--- config.mk ---
export PLATFORM = sky130hd
export DESIGN_NAME = fit_segment_allocator_top
export DESIGN_NICKNAME = d
export VERILOG_FILES = /design/src/hw/rtl/fsa_pkg.sv /design/src/hw/rtl/fsa_datapath.sv /design/src/hw/rtl/fsa_ctrl.sv /design/src/hw/rtl/fit_segment_allocator_top.sv
export SDC_FILE = /design/constraint.sdc
export NUM_CORES = 2
export LEC_CHECK = 0
export BUFFER_PORTS_ARGS = -buffer_cell sky130_fd_sc_hd__buf_2
export CORE_AREA = 2 2 524 526
export CTS_BUF_LIST = sky130_fd_sc_hd__clkbuf_4 sky130_fd_sc_hd__clkbuf_8
export DETAILED_ROUTE_END_ITERATION = 8
export DIE_AREA = 0 0 526 528
export PLACE_DENSITY = 0.57
export SETUP_SLACK_MARGIN = 0.2
export SLEW_MARGIN = 20
export SYNTH_ARGS = -nofsm -noshare
export SYNTH_HDL_FRONTEND = slang
export SYNTH_SLANG_ARGS = --single-unit
--- constraint.sdc ---
create_clock -name clk -period 11.8 [get_ports clk]
set_clock_uncertainty 0.05 [all_clocks]
set_input_delay 0.59 -clock clk [delete_from_list [all_inputs] [get_ports clk]]
set_output_delay 0.59 -clock clk [all_outputs]
set_load 0.05 [all_outputs]
--- src/hw/rtl/fsa_pkg.sv ---
// Package for the fit segment allocator: sizes, codes, controller states
// and the command/status structs between controller and datapath. No dependencies.
`timescale 1ns / 1ps
package fsa_pkg;
    localparam int MaxSegments = 64;
    localparam int IdxW  = $clog2(MaxSegments);
    localparam int CntW  = $clog2(MaxSegments + 1);
    localparam int SizeW = 22;
    localparam int PidW  = 16;
    localparam int ReqW  = 16;

    typedef enum logic [1:0] {
        OP_LOAD  = 2'd0,
        OP_ALLOC = 2'd1,
        OP_FREE  = 2'd2,
        OP_NONE  = 2'd3
    } op_t;

    typedef enum logic [1:0] {
        ST_OK      = 2'd0,
        ST_NOFIT   = 2'd1,
        ST_NOOWNER = 2'd2,
        ST_FULL    = 2'd3
    } status_t;

    typedef enum logic [1:0] {
        STRAT_FIRST = 2'd0,
        STRAT_BEST  = 2'd1,
        STRAT_WORST = 2'd2
    } strat_t;

    typedef enum logic [3:0] {
        S_IDLE,
        S_DISPATCH,
        S_SCAN,
        S_SCAN_LAST,
        S_DECIDE,
        S_SHIFT,
        S_SPLIT,
        S_MARK,
        S_FREE_SCAN,
        S_FREE_LAST,
        S_REWIND,
        S_MERGE,
        S_MERGE_LAST,
        S_FLUSH,
        S_DONE
    } state_t;

    typedef struct packed {
        logic clr_ptr;     // reset read/write pointers
        logic scan;        // advance allocation scan
        logic scan_last;   // fold in last read entry
        logic load;        // append loaded segment
        logic shift;       // one step of the move-up
        logic split;       // write remainder entry
        logic mark;        // write owned entry
        logic free_scan;   // one step of the owner release
        logic free_last;
        logic rewind;      // restart the read at entry 0, keep the hit flag
        logic merge;       // one step of the compaction
        logic merge_last;
        logic flush;       // write the accumulator and set the count
    } dp_cmd_t;

    typedef struct packed {
        logic       full;       // count at capacity
        logic       empty;
        logic       rd_end;     // read pointer reached count
        logic       found;      // a fitting segment was picked
        logic       need_split; // picked size exceeds request
        logic       shift_done;
        logic       owner_hit;
    } dp_stat_t;
endpackage

--- src/hw/rtl/fsa_datapath.sv ---
// Segment table memories, scan and compaction pointers for the allocator.
// Depends on fsa_pkg.
`timescale 1ns / 1ps
module fsa_datapath
(
    input  logic                       clk,
    input  logic                       rst_n,
    input  fsa_pkg::dp_cmd_t           cmd,
    input  logic [1:0]                 strategy,
    input  logic [fsa_pkg::ReqW-1:0]   req_size,
    input  logic [fsa_pkg::PidW-1:0]   pid,
    output fsa_pkg::dp_stat_t          stat,
    output logic [fsa_pkg::IdxW-1:0]   pick_idx,
    output logic [fsa_pkg::IdxW-1:0]   load_idx
);
    localparam int IdxW  = fsa_pkg::IdxW;
    localparam int CntW  = fsa_pkg::CntW;
    localparam int SizeW = fsa_pkg::SizeW;
    localparam int PidW  = fsa_pkg::PidW;
    localparam int EntW  = SizeW + 1 + PidW;
    localparam logic [SizeW-1:0] SizeMax = '1;

    // entry: {size, free, owner}
    logic [EntW-1:0] mem [fsa_pkg::MaxSegments];

    logic [CntW-1:0]  count_reg, count_next;
    logic [CntW-1:0]  rd_reg, rd_next;
    logic [CntW-1:0]  wr_reg, wr_next;
    logic [EntW-1:0]  rdata_reg;
    logic [CntW-1:0]  rdidx_reg;     // index of entry held in rdata_reg
    logic             found_reg, found_next, hit_reg, hit_next;
    logic [IdxW-1:0]  pick_reg, pick_next;
    logic [SizeW-1:0] psize_reg, psize_next;
    logic [SizeW-1:0] acc_size_reg, acc_size_next;
    logic             acc_free_reg, acc_free_next;
    logic [PidW-1:0]  acc_own_reg, acc_own_next;
    logic             acc_vld_reg, acc_vld_next;

    logic             we;
    logic [IdxW-1:0]  waddr;
    logic [EntW-1:0]  wdata;
    logic [IdxW-1:0]  raddr;
    logic             re;

    logic [SizeW-1:0] r_size;
    logic             r_free;
    logic [PidW-1:0]  r_own;
    logic [SizeW-1:0] need;
    logic             fits, better;
    logic [SizeW:0]   msum;

    assign r_size = rdata_reg[EntW-1 -: SizeW];
    assign r_free = rdata_reg[PidW];
    assign r_own  = rdata_reg[PidW-1:0];
    assign need   = SizeW'(req_size);
    assign fits   = r_free && (r_size >= need);
    assign msum   = {1'b0, acc_size_reg} + {1'b0, r_size};

    always_comb
    begin
        case (strategy)
            fsa_pkg::STRAT_FIRST: better = !found_reg;
            fsa_pkg::STRAT_BEST:  better = !found_reg || (r_size < psize_reg);
            fsa_pkg::STRAT_WORST: better = !found_reg || (r_size > psize_reg);
            default:              better = 1'b0;
        endcase
    end

    always_comb
    begin
        count_next    = count_reg;
        rd_next       = rd_reg;
        wr_next       = wr_reg;
        found_next    = found_reg;
        hit_next      = hit_reg;
        pick_next     = pick_reg;
        psize_next    = psize_reg;
        acc_size_next = acc_size_reg;
        acc_free_next = acc_free_reg;
        acc_own_next  = acc_own_reg;
        acc_vld_next  = acc_vld_reg;
        we    = 1'b0;
        waddr = '0;
        wdata = '0;
        re    = 1'b0;
        raddr = rd_reg[IdxW-1:0];
        if (cmd.clr_ptr) begin
            rd_next     = '0;
            wr_next     = '0;
            found_next  = 1'b0;
            hit_next    = 1'b0;
            acc_vld_next = 1'b0;
            re          = 1'b1;
            raddr       = '0;
            rd_next     = CntW'(1);
        end
        if (cmd.rewind) begin
            wr_next      = '0;
            acc_vld_next = 1'b0;
            re           = 1'b1;
            raddr        = '0;
            rd_next      = CntW'(1);
        end
        if (cmd.scan || cmd.scan_last) begin
            if (fits && better) begin
                found_next = 1'b1;
                pick_next  = rdidx_reg[IdxW-1:0];
                psize_next = r_size;
            end
            if (cmd.scan) begin
                re      = 1'b1;
                rd_next = rd_reg + CntW'(1);
            end
        end
        if (cmd.load) begin
            we         = 1'b1;
            waddr      = count_reg[IdxW-1:0];
            wdata      = {need, 1'b1, {PidW{1'b0}}};
            count_next = count_reg + CntW'(1);
        end
        if (cmd.shift) begin
            // move entry at rdidx up by one: read already held in rdata
            we      = 1'b1;
            waddr   = IdxW'(rdidx_reg + CntW'(1));
            wdata   = rdata_reg;
            re      = 1'b1;
            raddr   = IdxW'(rdidx_reg - CntW'(1));
        end
        if (cmd.split) begin
            we         = 1'b1;
            waddr      = pick_reg + IdxW'(1);
            wdata      = {psize_reg - need, 1'b1, {PidW{1'b0}}};
            count_next = count_reg + CntW'(1);
        end
        if (cmd.mark) begin
            we    = 1'b1;
            waddr = pick_reg;
            wdata = {(stat.need_split ? need : psize_reg), 1'b0, pid};
        end
        if (cmd.free_scan || cmd.free_last) begin
            if (!r_free && r_own == pid) begin
                hit_next = 1'b1;
                we       = 1'b1;
                waddr    = rdidx_reg[IdxW-1:0];
                wdata    = {r_size, 1'b1, {PidW{1'b0}}};
            end
            if (cmd.free_scan) begin
                re      = 1'b1;
                rd_next = rd_reg + CntW'(1);
            end
        end
        if (cmd.merge || cmd.merge_last) begin
            if (acc_vld_reg && acc_free_reg && r_free) begin
                acc_size_next = msum[SizeW] ? SizeMax : msum[SizeW-1:0];
            end else begin
                if (acc_vld_reg) begin
                    we      = 1'b1;
                    waddr   = wr_reg[IdxW-1:0];
                    wdata   = {acc_size_reg, acc_free_reg, acc_own_reg};
                    wr_next = wr_reg + CntW'(1);
                end
                acc_size_next = r_size;
                acc_free_next = r_free;
                acc_own_next  = r_own;
                acc_vld_next  = 1'b1;
            end
            if (cmd.merge) begin
                re      = 1'b1;
                rd_next = rd_reg + CntW'(1);
            end
        end
        if (cmd.flush) begin
            we           = 1'b1;
            waddr        = wr_reg[IdxW-1:0];
            wdata        = {acc_size_reg, acc_free_reg, acc_own_reg};
            count_next   = wr_reg + CntW'(1);
            acc_vld_next = 1'b0;
        end
    end

    always_ff @(posedge clk)
    begin
        if (we)
        begin
            mem[waddr] <= wdata;
        end
        if (re)
        begin
            rdata_reg <= mem[raddr];
            rdidx_reg <= cmd.shift ? rdidx_reg - CntW'(1) : rd_next - CntW'(1);
        end
        pick_reg     <= pick_next;
        psize_reg    <= psize_next;
        acc_size_reg <= acc_size_next;
        acc_free_reg <= acc_free_next;
        acc_own_reg  <= acc_own_next;
    end

    always_ff @(posedge clk or negedge rst_n)
    begin
        if (!rst_n)
        begin
            count_reg   <= '0;
            rd_reg      <= '0;
            wr_reg      <= '0;
            found_reg   <= 1'b0;
            hit_reg     <= 1'b0;
            acc_vld_reg <= 1'b0;
        end
        else
        begin
            count_reg   <= count_next;
            rd_reg      <= rd_next;
            wr_reg      <= wr_next;
            found_reg   <= found_next;
            hit_reg     <= hit_next;
            acc_vld_reg <= acc_vld_next;
        end
    end

    assign stat.full       = (count_reg == CntW'(fsa_pkg::MaxSegments));
    assign stat.empty      = (count_reg == '0);
    assign stat.rd_end     = (rd_reg >= count_reg);
    assign stat.found      = found_reg && (strategy != 2'd3);
    assign stat.need_split = (psize_reg > need);
    // done once the entry right after the pick has been moved
    assign stat.shift_done = (rdidx_reg <= CntW'(pick_reg));
    assign stat.owner_hit  = hit_reg;
    assign pick_idx        = pick_reg;
    assign load_idx        = count_reg[IdxW-1:0];
endmodule

--- src/hw/rtl/fsa_ctrl.sv ---
// Controller state machine for the segment allocator: sequences scans,
// move-up, split, release and compaction passes. Depends on fsa_pkg.
`timescale 1ns / 1ps
module fsa_ctrl
(
    input  logic                      clk,
    input  logic                      rst_n,
    input  logic                      start,
    input  logic [1:0]                op,
    input  fsa_pkg::dp_stat_t         stat,
    input  logic [fsa_pkg::IdxW-1:0]  pick_idx,
    input  logic [fsa_pkg::IdxW-1:0]  load_idx,
    output fsa_pkg::dp_cmd_t          cmd,
    output logic                      busy,
    output logic                      done,
    output logic [1:0]                status,
    output logic [5:0]                segment_index
);
    fsa_pkg::state_t state_reg, state_next;
    logic [1:0]      op_reg;
    logic [1:0]      st_reg, st_next;
    logic [5:0]      idx_reg, idx_next;

    always_comb
    begin
        state_next = state_reg;
        st_next    = st_reg;
        idx_next   = idx_reg;
        unique case (state_reg)
            fsa_pkg::S_IDLE:
                if (start) state_next = fsa_pkg::S_DISPATCH;
            fsa_pkg::S_DISPATCH:
            begin
                st_next  = fsa_pkg::ST_OK;
                idx_next = '0;
                case (op_reg)
                    fsa_pkg::OP_LOAD:
                    begin
                        state_next = fsa_pkg::S_DONE;
                        if (stat.full) st_next = fsa_pkg::ST_FULL;
                        else idx_next = 6'(load_idx);
                    end
                    fsa_pkg::OP_ALLOC:
                        state_next = stat.empty ? fsa_pkg::S_DECIDE :
                                     (stat.rd_end ? fsa_pkg::S_SCAN_LAST : fsa_pkg::S_SCAN);
                    fsa_pkg::OP_FREE:
                        state_next = stat.empty ? fsa_pkg::S_DONE :
                                     (stat.rd_end ? fsa_pkg::S_FREE_LAST : fsa_pkg::S_FREE_SCAN);
                    default: state_next = fsa_pkg::S_DONE;
                endcase
                if (op_reg == fsa_pkg::OP_FREE && stat.empty) st_next = fsa_pkg::ST_NOOWNER;
            end
            fsa_pkg::S_SCAN:
                if (stat.rd_end) state_next = fsa_pkg::S_SCAN_LAST;
            fsa_pkg::S_SCAN_LAST:
                state_next = fsa_pkg::S_DECIDE;
            fsa_pkg::S_DECIDE:
            begin
                if (!stat.found)
                begin
                    st_next    = fsa_pkg::ST_NOFIT;
                    state_next = fsa_pkg::S_DONE;
                end
                else if (!stat.need_split)
                    state_next = fsa_pkg::S_MARK;
                else if (stat.full)
                begin
                    st_next    = fsa_pkg::ST_FULL;
                    state_next = fsa_pkg::S_DONE;
                end
                else
                    state_next = stat.shift_done ? fsa_pkg::S_SPLIT : fsa_pkg::S_SHIFT;
            end
            fsa_pkg::S_SHIFT:
                if (stat.shift_done) state_next = fsa_pkg::S_SPLIT;
            fsa_pkg::S_SPLIT:
                state_next = fsa_pkg::S_MARK;
            fsa_pkg::S_MARK:
            begin
                idx_next   = 6'(pick_idx);
                state_next = fsa_pkg::S_DONE;
            end
            fsa_pkg::S_FREE_SCAN:
                if (stat.rd_end) state_next = fsa_pkg::S_FREE_LAST;
            fsa_pkg::S_FREE_LAST:
                state_next = fsa_pkg::S_REWIND;
            fsa_pkg::S_REWIND:
                state_next = fsa_pkg::S_MERGE;
            fsa_pkg::S_MERGE:
            begin
                // read restarted in the rewind state; hit decides
                if (!stat.owner_hit)
                begin
                    st_next    = fsa_pkg::ST_NOOWNER;
                    state_next = fsa_pkg::S_DONE;
                end
                else if (stat.rd_end)
                    state_next = fsa_pkg::S_MERGE_LAST;
            end
            fsa_pkg::S_MERGE_LAST:
                state_next = fsa_pkg::S_FLUSH;
            fsa_pkg::S_FLUSH:
                state_next = fsa_pkg::S_DONE;
            fsa_pkg::S_DONE:
                state_next = fsa_pkg::S_IDLE;
            default:
                state_next = fsa_pkg::S_IDLE;
        endcase
    end

    // command decode
    always_comb
    begin
        cmd = '0;
        unique case (state_reg)
            fsa_pkg::S_IDLE:      cmd.clr_ptr = start;
            fsa_pkg::S_DISPATCH:  cmd.load = (op_reg == fsa_pkg::OP_LOAD) && !stat.full;
            fsa_pkg::S_SCAN:      cmd.scan = !stat.rd_end;
            fsa_pkg::S_SCAN_LAST: cmd.scan_last = 1'b1;
            fsa_pkg::S_DECIDE:    cmd.shift = 1'b0;
            fsa_pkg::S_SHIFT:     cmd.shift = !stat.shift_done;
            fsa_pkg::S_SPLIT:     cmd.split = 1'b1;
            fsa_pkg::S_MARK:      cmd.mark = 1'b1;
            fsa_pkg::S_FREE_SCAN: cmd.free_scan = !stat.rd_end;
            fsa_pkg::S_FREE_LAST: cmd.free_last = 1'b1;
            fsa_pkg::S_REWIND:    cmd.rewind = 1'b1;
            fsa_pkg::S_MERGE:
            begin
                cmd.merge = stat.owner_hit && !stat.rd_end;
            end
            fsa_pkg::S_MERGE_LAST: cmd.merge_last = 1'b1;
            fsa_pkg::S_FLUSH:     cmd.flush = 1'b1;
            fsa_pkg::S_DONE:      cmd.clr_ptr = 1'b0;
            default:              cmd = '0;
        endcase
    end

    always_ff @(posedge clk or negedge rst_n)
    begin
        if (!rst_n)
        begin
            state_reg <= fsa_pkg::S_IDLE;
            op_reg    <= '0;
            st_reg    <= '0;
            idx_reg   <= '0;
        end
        else
        begin
            state_reg <= state_next;
            st_reg    <= st_next;
            idx_reg   <= idx_next;
            if (state_reg == fsa_pkg::S_IDLE && start) op_reg <= op;
        end
    end

    assign busy          = (state_reg != fsa_pkg::S_IDLE);
    assign done          = (state_reg == fsa_pkg::S_DONE);
    assign status        = st_reg;
    assign segment_index = idx_reg;
endmodule

--- src/hw/rtl/fit_segment_allocator_top.sv ---
// Top level of the fit segment allocator: controller plus table datapath.
// Depends on fsa_pkg, fsa_ctrl, fsa_datapath.
`timescale 1ns / 1ps
// Usage:
//   Raise start with op, request_size and owner_id while busy is low; the
//   beat is taken at that edge and the fields are captured, so they may
//   change afterwards. busy stays high until the result cycle is over.
//   The single result beat appears on status/segment_index for one cycle
//   with done high; the receiver cannot stall it.
//   strategy_we/strategy_wdata write the fit policy; the user must write it
//   only while idle, as the block itself does not enforce this.
//   An allocate scans the table one entry a cycle through the single read
//   port; a split then moves the entries after the pick up one place and
//   writes the free remainder entry right behind the pick. A deallocate
//   makes a release pass, a rewind and a compaction pass, and ends with no
//   compaction when the owner holds nothing. The next start is taken in
//   the cycle after done.
//   Reset empties the table (count 0) and selects first fit.
module fit_segment_allocator_top
(
    input  logic        clk,
    input  logic        rst_n,
    input  logic        start,
    output logic        busy,
    input  logic [1:0]  op,
    input  logic [15:0] request_size,
    input  logic [15:0] owner_id,
    input  logic        strategy_we,
    input  logic [1:0]  strategy_wdata,
    output logic        done,
    output logic [1:0]  status,
    output logic [5:0]  segment_index
);
    fsa_pkg::dp_cmd_t              cmd;
    fsa_pkg::dp_stat_t             stat;
    logic [fsa_pkg::IdxW-1:0]      pick_idx, load_idx;
    logic [1:0]                    strategy_reg;
    logic [15:0]                   size_reg, pid_reg;

    always_ff @(posedge clk or negedge rst_n)
    begin
        if (!rst_n)
        begin
            strategy_reg <= '0;
        end
        else if (strategy_we)
        begin
            strategy_reg <= strategy_wdata;
        end
    end

    // capture the item fields
    always_ff @(posedge clk)
    begin
        if (start && !busy)
        begin
            size_reg <= request_size;
            pid_reg  <= owner_id;
        end
    end

    fsa_ctrl u_ctrl
    (
        .clk           (clk),
        .rst_n         (rst_n),
        .start         (start),
        .op            (op),
        .stat          (stat),
        .pick_idx      (pick_idx),
        .load_idx      (load_idx),
        .cmd           (cmd),
        .busy          (busy),
        .done          (done),
        .status        (status),
        .segment_index (segment_index)
    );

    fsa_datapath u_dp
    (
        .clk      (clk),
        .rst_n    (rst_n),
        .cmd      (cmd),
        .strategy (strategy_reg),
        .req_size (size_reg),
        .pid      (pid_reg),
        .stat     (stat),
        .pick_idx (pick_idx),
        .load_idx (load_idx)
    );
endmodule

==> reports/qor.yml <==
cp_num_buf_inv: 4
p_leak_nw: 33.0
grt_pass1_vias: 64300
start_util: 0.398
grt-ovfl-total: 0
ant_nets: 0
cp_common_cell: "buf_4"
h-tree-depth: 5
grt_use_total: 0.229
drt_pass1_iterations: 9
hpwl_um: 167000
synth_edf_count: 2641
crit_fanout: 82
synth_cell_type_count: 83
yosysMostFrequentCell: "edfxtp_1"
cts_tree: "built"
cts_root_buf: "clkbuf_8"
hold_ws_ns: 0.248
critPathLaunchType: "flip-flop"
clk_latency_ns: 1.02
fin_crit_sh: 0.562
crit_family: "buffers and inverters"
grt.busiest_layer: "met2"
power.density_nw_per_um2: 148
synth_area_leaders: "edfxtp_1 (73%), mux2i_1 (6.0%), nand2_1 (4.6%), nand3_1 (2.8%), o22ai_1 (2.0%)"
syn2layout_area_growth_pct: 12.9
slew_viol_final: 0
ctsHoldBuffers: 42
period_needed_ns: 6.64
via_per_inst: 5.70
fin_setup_tns_ns: 0
outcome: "completed"
yosysWarningCount: 0
timing.fmax_mhz: 151
vias: 66600
ys_top_cells_by_count: "edfxtp_1 (2641), nand2_1 (1329), mux2i_1 (650)"
pre_cts_slack_ns: 5.32
async_flop_share: 0.0149
portBuffers: 49
cts_resized: 0
grt_max_degree: 154
largest_register_ff_count: 2496
avgSynthCellArea_um2: 14.5
cp.required_ns: 12.56
fin_area_um2: 122000
cp-end-kind: "flip-flop"
setup_viol: 0
worst-setup-path-type: "flip-flop to flip-flop"
drt_first_iter_violations: 7883
use_met3: 0.0358
nets: 7875
syn-instance-count: 7467
hold_violations: 0
post_route_cells_drive_above_1_share: 0.127
placed_area_um2: 114000
wirelength_um: 325000
ios: 50
die_y_um: 528
slowest_delay_ns: 1.02
synth_seq_cells: 2681
hold_path.class: "input pin to async pin"
grt_pass1_wl_um: 463000
drt-wirelength-per-cell_um: 27.8
gp_congestion: 0.878
cts_buffer_depth: 4
drv_cap: 0
cp.arrival_ns: 7.40
cts_inserted_buffers: 431
core_area_um2: 272000
syn_area_um2: 108000
yosys.area.top_type: "edfxtp_1"
peakVddDrop_mv: 0.0812
cts_num_sinks: 2681
antenna_found_initial: 27
grt_util_met2: 0.370
critical_path.cell_chain: "inv_1 > ha_1 > nand3_1 > o211ai_1 > a21o_1 > buf_4 > mux2_8 > buf_4 > buf_4 > nand2_1 > nand3_1 > nand4_1 > o22ai_1 > or3_1"
yosys_most_used_dff: "edfxtp_1"
die_w_um: 526
finish.utilization: 0.449
synth-seq-area-share: 0.741
cts_setup_buffers: 0
tightestPinTransition_ns: 1.33
slowest_stage: "o22ai_1"
drc: 0
grt_use_met1: 0.312
rsz0062_at_grt: "no"
synth_nets: 7612
die_area_um2: 278000
finalWorstSetupSlack_ns: 5.16
synth_top_area_share: 0.732
maxSlewHeadroom: 0.114
clk_pin_slew_worst_paths_ns: 0.07
row_count: 192
[worst paths after layout]
kind | start | to | slack (ns) | depth (start not counted)
max in group asynchronous | rst_n | u_dp.count_reg[3] | 10.78 | 2
worst min-delay path | rst_n | u_ctrl.segment_index[3] | 0.25 | 2
worst max register to register | u_dp.rdidx_reg[0] | u_dp.rdata_reg[37] | 5.16 | 14
worst max-delay path | u_dp.rdidx_reg[0] | u_dp.rdata_reg[37] | 5.16 | 14
min in group clk | request_size[11] | size_reg[11] | 0.25 | 2
worst min register to register | u_ctrl.status[1] | u_ctrl.status[1] | 0.45 | 1
[area by class of cell]
class | count | area [µm²]
Antenna cell | 53 | 133
Timing Repair Buffer | 264 | 2140
Tap cell | 3589 | 4490
Clock buffer | 572 | 7050
Multi-Input combinational cell | 4252 | 26700
Inverter | 100 | 380
Clock inverter | 179 | 1170
Sequential cell | 2681 | 80300
Fill cell | 24100 | 150000
[logic make-up (layout without fill, tap and decap cells)]
group / count (synthesis) / after routing / synth area share
DFF: 2681 / 2681 / 0.741
and+or+nand+nor: 2429 / 2429 / 0.100
AOI/OAI and AO/OA: 978 / 978 / 0.0577
muxes: 664 / 664 / 0.0615
buffers and inverters: 534 / 1115 / 0.0215
adders and majority gates: 105 / 105 / 0.0123
xor gates and xnor gates: 76 / 76 / 0.00614
other: 0 / 53 / 0
[layer usage]
metal	wire length (µm)	part of all wire	vias up
met4	11700	0.036	2
met1	136000	0.42	34000
li1	-	-	29200
met3	24800	0.076	479
met2	153000	0.47	2950
met5	18	0.000055	-
[through the flow]
| stage | std cells | power (mW) |
|---|---|---|
| after floorplan | 7467 | 10.5 |
| after global placement | 10800 | 10.5 |
| after detailed placement | 10800 | 10.5 |
| after CTS | 11600 | 18.3 |
| after global routing | 11700 | 18.7 |
| final | 11700 | 18.1 |
[power breakdown]
| group | leakage [nW] | total (mW) | switching [mW] | internal [mW] |
|---|---|---|---|---|
| combinational | 12.9 | 0.0297 | 0.0146 | 0.0151 |
| clock | 4.35 | 7.80 | 3.63 | 4.17 |
| sequential | 15.8 | 10.3 | 0.000411 | 10.3 |
[cells in the final DEF (no fill, tap or decap), types with 46 or more instances in the layout]
master | netlist | layout
nand3_1 | 603 | 602
a31oi_1 | 69 | 68
nor2_4 | 1 | 57
ha_1 | 103 | 103
nor2_1 | 121 | 64
nand4_1 | 197 | 197
clkbuf_4 | 0 | 131
o21ai_0 | 203 | 188
o21ai_1 | 66 | 65
or3_1 | 46 | 46
nand2_1 | 1329 | 1323
o22ai_1 | 343 | 342
xnor2_1 | 47 | 47
buf_2 | 170 | 50
diode_2 | 0 | 53
edfxtp_1 | 2641 | 2641
inv_1 | 98 | 82
mux2i_1 | 650 | 649
clkbuf_8 | 0 | 441
a21oi_1 | 63 | 57
buf_4 | 16 | 157
clkinv_2 | 0 | 48
clkinv_1 | 1 | 110
Power figures use the tool's default switching activity.
